[src/rtl/core/sfcd_pkg.sv]
`default_nettype none
package sfcd_pkg;

  localparam int PAYLOAD_BYTES = 23;
  localparam int CNT_W         = 5;
  localparam int STORE_W       = 8 * PAYLOAD_BYTES;
  localparam int CHAN_BITS     = 11;
  localparam int IDX_W         = 5;
  localparam int VAL_W         = 12;

  localparam logic [CNT_W-1:0] CNT_FULL      = CNT_W'(PAYLOAD_BYTES - 1);
  localparam logic [IDX_W-1:0] IDX_DIGITAL0  = 5'd16;
  localparam logic [IDX_W-1:0] IDX_DIGITAL1  = 5'd17;

  // Bit positions in the flag byte
  localparam int FLAG_BIT_D0   = 0;
  localparam int FLAG_BIT_D1   = 1;
  localparam int FLAG_BIT_LOST = 2;

  localparam logic signed [VAL_W-1:0] CHAN_CENTER = 12'sd1024;
  localparam logic signed [VAL_W-1:0] DIG_HIGH    = 12'sd800;
  localparam logic signed [VAL_W-1:0] DIG_LOW     = -12'sd800;

  localparam logic [7:0] START_BYTE_RST = 8'd15;
  localparam logic [7:0] END_BYTE_RST   = 8'd0;

  // Configuration register indexes
  localparam logic REG_START_BYTE = 1'b0;
  localparam logic REG_END_BYTE   = 1'b1;

  typedef enum logic [1:0] {
    ST_SYNC,
    ST_DATA,
    ST_END,
    ST_EMIT
  } state_t;

  typedef struct packed {
    logic clear_count;
    logic load_byte;
    logic start_emit;
    logic emit_step;
  } cmd_t;

  typedef struct packed {
    logic start_match;
    logic end_match;
    logic count_full;
    logic emit_last;
    logic out_free;
  } stat_t;

endpackage
`default_nettype wire

[src/rtl/core/sfcd_ctrl.sv]
`default_nettype none
module sfcd_ctrl
  import sfcd_pkg::*;
(
  input  wire  clk,
  input  wire  rst_n,
  input  wire  in_tvalid,
  output logic in_tready,
  input  stat_t stat,
  output cmd_t cmd
);

  state_t state_r, state_nxt;

  always_ff @(posedge clk) begin
    if (!rst_n) begin
      state_r <= ST_SYNC;
    end else begin
      state_r <= state_nxt;
    end
  end

  always_comb begin
    logic acc;
    state_nxt = state_r;
    cmd       = '0;
    in_tready = (state_r != ST_EMIT);
    acc       = in_tvalid && in_tready;
    unique case (state_r)
      ST_SYNC: begin
        if (acc && stat.start_match) begin
          cmd.clear_count = 1'b1;
          state_nxt       = ST_DATA;
        end
      end
      ST_DATA: begin
        if (acc) begin
          cmd.load_byte = 1'b1;
          if (stat.count_full) state_nxt = ST_END;
        end
      end
      ST_END: begin
        if (acc) begin
          if (stat.end_match) begin
            cmd.start_emit = 1'b1;
            state_nxt      = ST_EMIT;
          end else begin
            state_nxt = ST_SYNC;
          end
        end
      end
      ST_EMIT: begin
        // advance one result per free output slot
        if (stat.out_free) begin
          cmd.emit_step = 1'b1;
          if (stat.emit_last) state_nxt = ST_SYNC;
        end
      end
      default: state_nxt = ST_SYNC;
    endcase
  end

endmodule
`default_nettype wire

[src/rtl/core/sfcd_dp.sv]
`default_nettype none
module sfcd_dp
  import sfcd_pkg::*;
(
  input  wire         clk,
  input  wire         rst_n,
  input  wire  [7:0]  in_tdata,
  input  wire         cfg_valid,
  input  wire         cfg_index,
  input  wire  [7:0]  cfg_data,
  input  cmd_t        cmd,
  output stat_t       stat,
  input  wire         out_tready,
  output logic        out_tvalid,
  output logic [23:0] out_tdata,
  output logic        out_tuser,
  output logic        out_tlast
);

  logic [7:0]         start_byte_r, end_byte_r;
  logic [CNT_W-1:0]   cnt_r, cnt_nxt;
  logic [STORE_W-1:0] store_r, store_nxt;
  logic [7:0]         flags_r;
  logic [IDX_W-1:0]   idx_r;
  logic               out_valid_r;
  logic               status_r, last_r;
  logic [IDX_W-1:0]   oidx_r;
  logic signed [VAL_W-1:0] oval_r, val_nxt;
  logic               lost;

  always_ff @(posedge clk) begin
    if (!rst_n) begin
      start_byte_r <= START_BYTE_RST;
      end_byte_r   <= END_BYTE_RST;
    end else if (cfg_valid) begin
      unique case (cfg_index)
        REG_START_BYTE: start_byte_r <= cfg_data;
        REG_END_BYTE:   end_byte_r   <= cfg_data;
        default: ;
      endcase
    end
  end

  assign lost = flags_r[FLAG_BIT_LOST];

  always_comb begin
    cnt_nxt   = cnt_r;
    store_nxt = store_r;
    if (cmd.clear_count) cnt_nxt = '0;
    else if (cmd.load_byte) cnt_nxt = cnt_r + 1'b1;
    // shift bytes in from the top; byte 0 lands in the low bits
    if (cmd.load_byte) store_nxt = {in_tdata, store_r[STORE_W-1:8]};
    else if (cmd.emit_step) store_nxt = store_r >> CHAN_BITS;
  end

  always_comb begin
    priority if (idx_r == IDX_DIGITAL0) begin
      val_nxt = flags_r[FLAG_BIT_D0] ? DIG_HIGH : DIG_LOW;
    end else if (idx_r == IDX_DIGITAL1) begin
      val_nxt = flags_r[FLAG_BIT_D1] ? DIG_HIGH : DIG_LOW;
    end else begin
      val_nxt = CHAN_CENTER - $signed({1'b0, store_r[CHAN_BITS-1:0]});
    end
  end

  always_ff @(posedge clk) begin
    cnt_r   <= cnt_nxt;
    store_r <= store_nxt;
    if (cmd.start_emit) begin
      flags_r <= store_r[STORE_W-1 -: 8];
      idx_r   <= '0;
    end else if (cmd.emit_step) begin
      idx_r <= idx_r + 1'b1;
    end
    if (cmd.emit_step) begin
      status_r <= lost;
      oidx_r   <= lost ? '0 : idx_r;
      oval_r   <= lost ? '0 : val_nxt;
      last_r   <= lost || (idx_r == IDX_DIGITAL1);
    end
  end

  always_ff @(posedge clk) begin
    if (!rst_n) begin
      out_valid_r <= 1'b0;
    end else if (cmd.emit_step) begin
      out_valid_r <= 1'b1;
    end else if (out_tready) begin
      out_valid_r <= 1'b0;
    end
  end

  assign stat.start_match = (in_tdata == start_byte_r);
  assign stat.end_match   = (in_tdata == end_byte_r);
  assign stat.count_full  = (cnt_r == CNT_FULL);
  assign stat.emit_last   = lost || (idx_r == IDX_DIGITAL1);
  assign stat.out_free    = !out_valid_r || out_tready;

  assign out_tvalid = out_valid_r;
  assign out_tdata  = {7'd0, oval_r, oidx_r};
  assign out_tuser  = status_r;
  assign out_tlast  = last_r;

endmodule
`default_nettype wire

[src/rtl/core/sbus_frame_channel_decoder.sv]
// SBUS frame decoder.
// Input: in_tvalid/in_tready/in_tdata carries one received byte per item.
// The block hunts for the start byte, collects 23 payload bytes and then
// checks the end byte. A wrong end byte drops the frame with no result.
// Output: out_tvalid/out_tready carries results. A good frame gives 18 items
// (channels 0..15 as 1024 minus the 11-bit raw value, 16 and 17 as +/-800
// from flag bits 0 and 1), out_tlast on the last one. With the frame-lost
// flag set it gives a single item with out_tuser high, index and value zero.
// Configuration: cfg_valid/cfg_index/cfg_data writes start byte (index 0)
// or end byte (index 1); cfg_ready is always high. Write only while idle.
// Throughput: one byte per cycle while hunting and collecting. The emit
// sequencer then shifts the stored frame by 11 bits per result, and
// in_tready stays low while it emits. After the end byte is accepted the
// controller enters its emit state and then loads the first result into
// the output register. A stalled receiver holds the output register and
// the sequencer; in_tready stays low until the last result is loaded.
// Reset: hunting for start byte, registers back to 15 and 0, output empty.
`default_nettype none
module sbus_frame_channel_decoder
  import sfcd_pkg::*;
(
  input  wire         clk,
  input  wire         rst_n,
  input  wire         in_tvalid,
  output logic        in_tready,
  input  wire  [7:0]  in_tdata,   // [7:0] rx_byte
  output logic        out_tvalid,
  input  wire         out_tready,
  output logic [23:0] out_tdata,  // [4:0] chan_index, [16:5] chan_value, [23:17] zero
  output logic        out_tuser,  // [0] status (frame lost)
  output logic        out_tlast,
  input  wire         cfg_valid,
  output logic        cfg_ready,
  input  wire         cfg_index,
  input  wire  [7:0]  cfg_data
);

  cmd_t  cmd;
  stat_t stat;

  // Config writes never stall
  assign cfg_ready = 1'b1;

  sfcd_ctrl u_ctrl (
    .clk       (clk),
    .rst_n     (rst_n),
    .in_tvalid (in_tvalid),
    .in_tready (in_tready),
    .stat      (stat),
    .cmd       (cmd)
  );

  sfcd_dp u_dp (
    .clk        (clk),
    .rst_n      (rst_n),
    .in_tdata   (in_tdata),
    .cfg_valid  (cfg_valid),
    .cfg_index  (cfg_index),
    .cfg_data   (cfg_data),
    .cmd        (cmd),
    .stat       (stat),
    .out_tready (out_tready),
    .out_tvalid (out_tvalid),
    .out_tdata  (out_tdata),
    .out_tuser  (out_tuser),
    .out_tlast  (out_tlast)
  );

endmodule
`default_nettype wire

[config.mk]
export PLATFORM = sky130hd
export DESIGN_NAME = sbus_frame_channel_decoder
export DESIGN_NICKNAME = d
export VERILOG_FILES = /design/src/rtl/core/sfcd_pkg.sv /design/src/rtl/core/sfcd_ctrl.sv /design/src/rtl/core/sfcd_dp.sv /design/src/rtl/core/sbus_frame_channel_decoder.sv
export SDC_FILE = /design/constraint.sdc
export NUM_CORES = 1
export LEC_CHECK = 0
export ABC_AREA = 1
export BUFFER_PORTS_ARGS = -buffer_cell sky130_fd_sc_hd__buf_4
export CORE_MARGIN = 2
export CORE_UTILIZATION = 61
export DETAILED_ROUTE_END_ITERATION = 16
export PLACE_DENSITY_LB_ADDON = 0.2
export SYNTH_ARGS = -nofsm -noshare
export SYNTH_HDL_FRONTEND = slang
export SYNTH_SLANG_ARGS = --single-unit
[constraint.sdc]
create_clock -name clk -period 9 [get_ports clk]
set_input_delay 1.8 -clock clk [delete_from_list [all_inputs] [get_ports clk]]
set_output_delay 1.8 -clock clk [all_outputs]
set_load 0.01 [all_outputs]
==> flow_summary.toml, run 1 <==
[global_route]
globalRoute.totalOverflow = 0
grt_most_used_layer = "met2"
gr-usage-met1 = 0.284
grt.met2_usage = 0.332
antenna_violations_before_repair = 0
grtUsageMet3 = 0.0339
grt_pass1_wl_um = 30500
first_global_vias = 6559
grt_start_max_net_pins = 115
all_layer_gr_usage = 0.202

[sta]
timing.fmax_mhz = 251
finalSetupViolCount = 0
finalCriticalPeriod_ps = 3980
timing.hold.ws_ps = 474
slew_headroom = 0.273
worst_slack_ps = 5020
min_period_over_period = 0.442
timing_hold_violations_final = 0
grt_setup_unrepaired = "no"
number_of_pins_exceeding_their_max_slew_limit_in_the_final_report = 0
timing.clock.skew_ps = 8.21
setup_tns_ps = 0
tightestPinTransition_ps = 1090

[logic_synthesis]
main_combinational_cell_family_by_area_after_synthesis = "simple AND/OR/NAND/NOR gates"
yosys_warnings = 0
synth-seq-area-share = 0.638
netlist_top_cells_area = "sky130_fd_sc_hd__edfxtp_1, sky130_fd_sc_hd__nand2_1, sky130_fd_sc_hd__dfxtp_1, sky130_fd_sc_hd__inv_1, sky130_fd_sc_hd__nor2_1"
synth_flop_cell = "sky130_fd_sc_hd__edfxtp_1"
synth_xor_area_frac = 0.0116
syn_avg_cell_area_um2 = 9.43
synth-compound-area-share = 0.0250
synth_area_in_simple_gates = 0.257
muxShareOfSynthArea = 0
yosys.area.top_type_share = 0.583
yosysTopAreaCell = "sky130_fd_sc_hd__edfxtp_1"
synth.ff_latch_count = 235
post_synth_num_cell_types = 37
synthAdderAreaFrac = 0.00707
synthesis.instances = 1125
synth_edf_count = 206
post_synthesis_instance_area_mm2 = 0.0106
ys_async_sr_fraction = 0

[power_and_ir_drop]
power_density_mw_per_mm2 = 194
leakagePower_nw = 5.12
totalPowerFinal_mw = 2.28
vdd.ir_drop.worst_mv = 0.143

[clock_network]
clk_pin_slew_ps = 60
cts_tree = "done"
cts_made_buffers = 25
cell_at_the_root_of_the_clock_tree = "sky130_fd_sc_hd__clkbuf_16"
cts_setup_buffers = 0
cts_resized = 0
count_of_h_tree_levels_built_during_cts = 1
cts_hold_buf = 0
cts_max_path_bufs = 3
clock_insertion_delay_worst_skew_ps = 510
clock_net_sink_count = 235

[critical_path]
crit_required_ps = 9380
crit_slowest_cell = "sky130_fd_sc_hd__buf_4"
worst-path-stages = 6
crit_family = "buffers and inverters"
cp_cell_sequence = "buf_4 -> nand2_4 -> inv_4 -> buf_4 -> nand2_1 -> nand2_1"
critPathMaxFanout = 114
criticalPathCategory = "primary input to register"
cp-end-kind = "register"
cp.buffers_inverters = 3
crit_path_start_kind = "primary input"
worst_r2r_path_depth = 7
critPathMaxStageDelay_ps = 940
arrival_ps = 4360

[final_layout]
final_layout_size_suffix_gt1_frac = 0.0905
syn2layout_area_growth_pct = 10.7
finish.instance_area_mm2 = 0.0117
nNetsFinal = 1180
final_cell_count_no_fill = 1396
final_core_utilization = 0.684
n_fill_cell = 1308
diodes = 0

[floorplanning]
std_cell_rows = 48
overall_die_area_mm2 = 0.0185
die_width_um = 136
initial_core_util = 0.618
floorplan.core_area_mm2 = 0.0172
die_height_um = 136
pin_count = 51

[detailed_routing]
vias = 7102
wl_per_cell_um = 13.0
drt_pre_antenna_iters = 6
drt-initial-drc-count = 600
detail_route.vias_per_cell = 5.09
route.antenna.remaining_nets = 0
detail_route.wirelength_um = 18100
post-route-drc-count = 0

[flow_run]
timing.max_cap.violations = 0

[place]
placed_cells_incl_taps = 1350
detailed_place_hpwl_um = 10900
place_area_mm2 = 0.0109
dp_worst_setup_slack_ps = 4480
finalWeightedCongestion = 0.815
io_buffers = 42

[hold_path]
timing.hold.worst_path_depth = 2
worst_hold_path_type = "register to register"

[outcome]
outcome = "finished clean"
-- Yosys cell counts (2+ instances only) --
master	count
sky130_fd_sc_hd__inv_2	3
sky130_fd_sc_hd__edfxtp_1	206
sky130_fd_sc_hd__inv_1	71
sky130_fd_sc_hd__nor2_4	3
sky130_fd_sc_hd__nand3_1	14
sky130_fd_sc_hd__nor2_1	58
sky130_fd_sc_hd__xnor2_1	6
sky130_fd_sc_hd__a21oi_1	16
sky130_fd_sc_hd__conb_1	2
sky130_fd_sc_hd__or2_2	2
sky130_fd_sc_hd__xor2_1	8
sky130_fd_sc_hd__nand2_2	2
sky130_fd_sc_hd__nand3_2	4
sky130_fd_sc_hd__nand2_1	592
sky130_fd_sc_hd__nor3_1	4
sky130_fd_sc_hd__buf_6	13
sky130_fd_sc_hd__ha_1	6
sky130_fd_sc_hd__buf_2	23
sky130_fd_sc_hd__o21ai_0	24
sky130_fd_sc_hd__nor2_2	5
sky130_fd_sc_hd__nand4_1	3
sky130_fd_sc_hd__dfxtp_1	29
sky130_fd_sc_hd__o211ai_1	4
sky130_fd_sc_hd__buf_4	12
sky130_fd_sc_hd__clkbuf_1	3
-- power by group --
part	internal (mW)	total [mW]	leakage, nW	switching (mW)
Sequential	1.18	1.19	2.09	0.00962
Clock	0.631	1.03	0.406	0.400
Combinational	0.0237	0.0617	2.63	0.0380
Total	1.84	2.28	5.12	0.448
-- layout make-up --
cell class | instances | area [um^2] | area share
Tap cell | 225 | 282 | 0.0240
Multi-Input combinational cell | 769 | 3230 | 0.275
Timing Repair Buffer | 46 | 345 | 0.0294
Clock buffer | 40 | 754 | 0.0642
Inverter | 75 | 289 | 0.0246
Clock inverter | 6 | 81.3 | 0.00692
Sequential cell | 235 | 6770 | 0.576
-- cell families (layout without fill, tap and decap cells) --
kind of cell    after synthesis  in the layout
simple gates                692            692
flops                       235            235
buf+inv                     127            167
compound gates               49             49
xor+xnor                     14             14
fa+ha+maj                     6              6
other cells                   2              8
-- routing by layer --
layer / routed length (um) / part of all wire / vias up
met5: 0 / 0 / -
met1: 8330 / 0.46 / 3355
met2: 8720 / 0.48 / 106
li1: - / - / 3619
met4: 286 / 0.016 / 0
met3: 765 / 0.042 / 22
-- final timing paths --
path / startpoint / to / slack [ps]
max: in_tvalid / u_dp.store_r[109]$_DFFE_PP_ / 5020
min reg2reg: u_dp.end_byte_r[1]$_SDFFE_PN0P_ / u_dp.end_byte_r[1]$_SDFFE_PN0P_ / 470
min: u_dp.end_byte_r[1]$_SDFFE_PN0P_ / u_dp.end_byte_r[1]$_SDFFE_PN0P_ / 470
max reg2reg: u_ctrl.state_r[0]$_SDFFE_PN0P_ / u_dp.store_r[109]$_DFFE_PP_ / 5810
-- flip-flops by register name (all words and copies together) (netlist names) --
name and count:
u_ctrl.state_r 2, u_dp.oval_r 12, u_dp.flags_r 3, u_dp.out_tvalid 1, u_dp.end_byte_r 8, u_dp.cnt_r 5
u_dp.out_tuser 1, u_dp.store_r 184, u_dp.out_tlast 1, u_dp.start_byte_r 8, u_dp.oidx_r 5, u_dp.idx_r 5
-- worst register-to-register path: stages (launching register included) --
cell and delay (ps):
sky130_fd_sc_hd__dfxtp_1 370, sky130_fd_sc_hd__inv_2 60, sky130_fd_sc_hd__nor2_2 140, sky130_fd_sc_hd__nand2_4 480, sky130_fd_sc_hd__inv_4 720, sky130_fd_sc_hd__buf_4 960
sky130_fd_sc_hd__nand2_1 210, sky130_fd_sc_hd__nand2_1 120
-- placed cells by master (no fill, tap or decap), types with 5 or more instances in the layout --
cell type | synthesis | routed
sky130_fd_sc_hd__nand3_1 | 14 | 14
sky130_fd_sc_hd__xor2_1 | 8 | 8
sky130_fd_sc_hd__edfxtp_1 | 206 | 206
sky130_fd_sc_hd__conb_1 | 2 | 8
sky130_fd_sc_hd__nor2_2 | 5 | 5
sky130_fd_sc_hd__clkbuf_1 | 3 | 10
sky130_fd_sc_hd__dfxtp_1 | 29 | 29
sky130_fd_sc_hd__nor2_1 | 58 | 58
sky130_fd_sc_hd__ha_1 | 6 | 6
sky130_fd_sc_hd__clkbuf_16 | 0 | 27
sky130_fd_sc_hd__inv_1 | 71 | 70
sky130_fd_sc_hd__xnor2_1 | 6 | 6
sky130_fd_sc_hd__nand2_1 | 592 | 590
sky130_fd_sc_hd__buf_4 | 12 | 46
sky130_fd_sc_hd__a21oi_1 | 16 | 16
sky130_fd_sc_hd__o21ai_0 | 24 | 24
Note: power is estimated with default switching activity, not from simulation.
==> run 2, diff against run 1 <==
--- a/config.mk
+++ b/config.mk
@@ -5,7 +5,7 @@
 export SDC_FILE = /design/constraint.sdc
 export NUM_CORES = 1
 export LEC_CHECK = 0
-export ABC_AREA = 1
+export ABC_AREA = 0
 export BUFFER_PORTS_ARGS = -buffer_cell sky130_fd_sc_hd__buf_4
 export CORE_MARGIN = 2
 export CORE_UTILIZATION = 61
==> constraint.sdc (replaced) <==
create_clock -name clk -period 4 [get_ports clk]
set_input_delay 0.8 -clock clk [delete_from_list [all_inputs] [get_ports clk]]
set_output_delay 0.8 -clock clk [all_outputs]
set_load 0.01 [all_outputs]
==> run 2 against run 1 <==
Compared with the run above:
- synthesized area down 4.4%
- setup slack worse by 3400 ps
- synthesized cell count decreased by 43%
- largest cell class unchanged
- largest power group unchanged
==> flow_summary.toml, run 2 <==
[outcome]
outcome = "finished clean"

[critical_path]
worst_r2r_path_depth = 4
crit_path_start_kind = "register"
startpoint = "u_ctrl.state_r[0]$_SDFFE_PN0P_"
regToRegStartpoint = "u_ctrl.state_r[0]$_SDFFE_PN0P_"
crit_required_ps = 4190
worst_reg_to_reg_setup_slack_ps = 1610
critPathMaxStageDelay_ps = 650
arrival_ps = 2580
cp-end-kind = "register"
critPathMaxFanout = 50
criticalPathCategory = "register to register"
crit_slowest_cell = "sky130_fd_sc_hd__or2_4"
worst_r2r_endpoint = "u_dp.store_r[89]$_DFFE_PP_"
cp_cell_sequence = "nor2b_1 -> and2_4 -> or2_4 -> buf_12"

[power_and_ir_drop]
power_density_mw_per_mm2 = 439
vdd.ir_drop.worst_mv = 0.341
leakagePower_nw = 3.88
totalPowerFinal_mw = 5.03

[clock_network]
cts_max_path_bufs = 3
cts_hold_buf = 0
cts_setup_buffers = 0
cts_resized = 0
cts_made_buffers = 25
count_of_h_tree_levels_built_during_cts = 1
cts_tree = "done"
clk_pin_slew_ps = 60
clock_net_sink_count = 235
clock_insertion_delay_worst_skew_ps = 510
cell_at_the_root_of_the_clock_tree = "sky130_fd_sc_hd__clkbuf_16"

[hold_path]
timing.hold.worst_path_depth = 2
timing.hold.worst_endpoint = "u_dp.start_byte_r[5]$_SDFFE_PN0P_"
worst_hold_path_type = "register to register"
hold_start = "u_dp.start_byte_r[5]$_SDFFE_PN0P_"

[logic_synthesis]
post_synthesis_instance_area_mm2 = 0.0101
synthesis.instances = 646
synth-seq-area-share = 0.667
synth_edf_count = 206
ys_async_sr_fraction = 0
synth_most_common_cell = "sky130_fd_sc_hd__edfxtp_1"
synth_flop_cell = "sky130_fd_sc_hd__edfxtp_1"
post_synth_most_frequent_cells = "sky130_fd_sc_hd__edfxtp_1, sky130_fd_sc_hd__mux2_2, sky130_fd_sc_hd__nand2_1, sky130_fd_sc_hd__dfxtp_1, sky130_fd_sc_hd__nor2_1"
yosys_warnings = 0
yosysTopAreaCell = "sky130_fd_sc_hd__edfxtp_1"
yosys.area.top_type_share = 0.610
synth.ff_latch_count = 235
post_synth_num_cell_types = 41
netlist_top_cells_area = "sky130_fd_sc_hd__edfxtp_1, sky130_fd_sc_hd__mux2_2, sky130_fd_sc_hd__dfxtp_1, sky130_fd_sc_hd__xnor2_1, sky130_fd_sc_hd__nand2_1"
syn_avg_cell_area_um2 = 15.7

[sta]
finalSetupViolCount = 0
grt_setup_unrepaired = "no"
timing_hold_violations_final = 0
slew_headroom = 0.447
timing.fmax_mhz = 418
worst_slack_ps = 1610
finalCriticalPeriod_ps = 2390
setup_tns_ps = 0
min_period_over_period = 0.598
number_of_pins_exceeding_their_max_slew_limit_in_the_final_report = 0
tightestPinTransition_ps = 824
timing.clock.skew_ps = 10.7

[detailed_routing]
vias = 5157
detail_route.vias_per_cell = 5.57
drt-initial-drc-count = 367
post-route-drc-count = 0
wl_per_cell_um = 16.8
drt_pre_antenna_iters = 4
route.antenna.remaining_nets = 0
detail_route.wirelength_um = 15600

[global_route]
grt_start_max_net_pins = 74
first_global_vias = 5215
globalRoute.totalOverflow = 0
grt_pass1_wl_um = 25600
antenna_violations_before_repair = 0
all_layer_gr_usage = 0.177

[final_layout]
syn2layout_area_growth_pct = 13.0
n_fill_cell = 1064
largest-register = "u_dp.store_r"
finish.instance_area_mm2 = 0.0115
layout.cells.most_common_list = "sky130_fd_sc_hd__edfxtp_1, sky130_fd_sc_hd__mux2_2, sky130_fd_sc_hd__buf_4"
largest_reg_flops = 184
final_cell_count_no_fill = 926
final_layout_size_suffix_gt1_frac = 0.380
nNetsFinal = 716
diodes = 0
largestRegisters = "u_dp.store_r (184), u_dp.oval_r (12)"
most_common_cell_after_layout_fill_and_taps_aside = "sky130_fd_sc_hd__edfxtp_1"

[place]
place_area_mm2 = 0.0107
dp_worst_setup_slack_ps = 1190
io_buffers = 42
placed_cells_incl_taps = 881
detailed_place_hpwl_um = 9650
finalWeightedCongestion = 0.782

[floorplanning]
pin_count = 51
initial_core_util = 0.618
std_cell_rows = 47
die_height_um = 133
die_width_um = 133
overall_die_area_mm2 = 0.0177
floorplan.core_area_mm2 = 0.0164

[flow_run]
timing.max_cap.violations = 0
-- run 2: cell types whose count changed after synthesis, moves of 13 or more --
cell                      before  now
sky130_fd_sc_hd__nand2_1     592   33
sky130_fd_sc_hd__o21ai_0      24    5
sky130_fd_sc_hd__mux2_2        0  173
sky130_fd_sc_hd__inv_1        71    7
sky130_fd_sc_hd__nor2_1       58   22
sky130_fd_sc_hd__xnor2_1       6   20
sky130_fd_sc_hd__buf_6        13    0
-- run 2: how the worst max path moves through the flow --
stage	endpoint	cells after the start
final	u_dp.store_r[89]$_DFFE_PP_	4
after global routing	u_dp.store_r[69]$_DFFE_PP_	4
after detailed placement	u_dp.store_r[72]$_DFFE_PP_	4
after CTS	u_dp.store_r[89]$_DFFE_PP_	4
after floorplan	u_dp.store_r[0]$_DFFE_PP_	4
after global placement	u_dp.store_r[72]$_DFFE_PP_	4
-- run 2: cell type report --
class / instances / area [um^2] / share of cell area
clock buffer: 34 / 709 / 0.0619
tap: 220 / 275 / 0.0240
clock inverter: 11 / 83.8 / 0.00731
inverter: 7 / 26.3 / 0.00229
multi-input combinational: 370 / 3170 / 0.277
sequential: 235 / 6770 / 0.590
timing repair buffer: 49 / 430 / 0.0375
-- run 2: worst max-delay path, delay by kind of cell (launching register included) --
family	cells	cell delay [ps]
simple gates	3	1310
flops	1	400
buf+inv	1	340
-- run 2: logic make-up (layout without fill, tap and decap cells) --
group	after synthesis	count (layout)	share of synthesized area
fa+ha+maj	6	6	0.00740
xor+xnor	32	32	0.0276
simple gates	117	117	0.0574
flops	235	235	0.667
other cells	2	8	0.000740
buf+inv	47	101	0.0231
mux	175	175	0.194
compound gates	32	32	0.0226
-- run 2: metrics by stage --
stage	hold WS, ps	utilization
6_report	477	0.699
5_1_grt	505	0.699
4_1_cts	482	0.699
3_5_place_dp	472	0.650
3_3_place_gp	463	0.650
2_1_floorplan	440	-
-- run 2: routing by layer --
layer	part of all wire	track usage	vias to the layer above
met1	0.45	0.241	2543
li1	-	-	2500
met2	0.49	0.292	78
met4	0.025	0.0568	0
met3	0.031	0.0295	36
met5	0	0	-
-- run 2: power by group --
group / switching (mW) / leakage, nW / internal, mW / total, mW
Combinational: 0.0731 / 1.39 / 0.0719 / 0.145
Clock: 0.888 / 0.394 / 1.30 / 2.19
Sequential: 0.0262 / 2.10 / 2.67 / 2.70
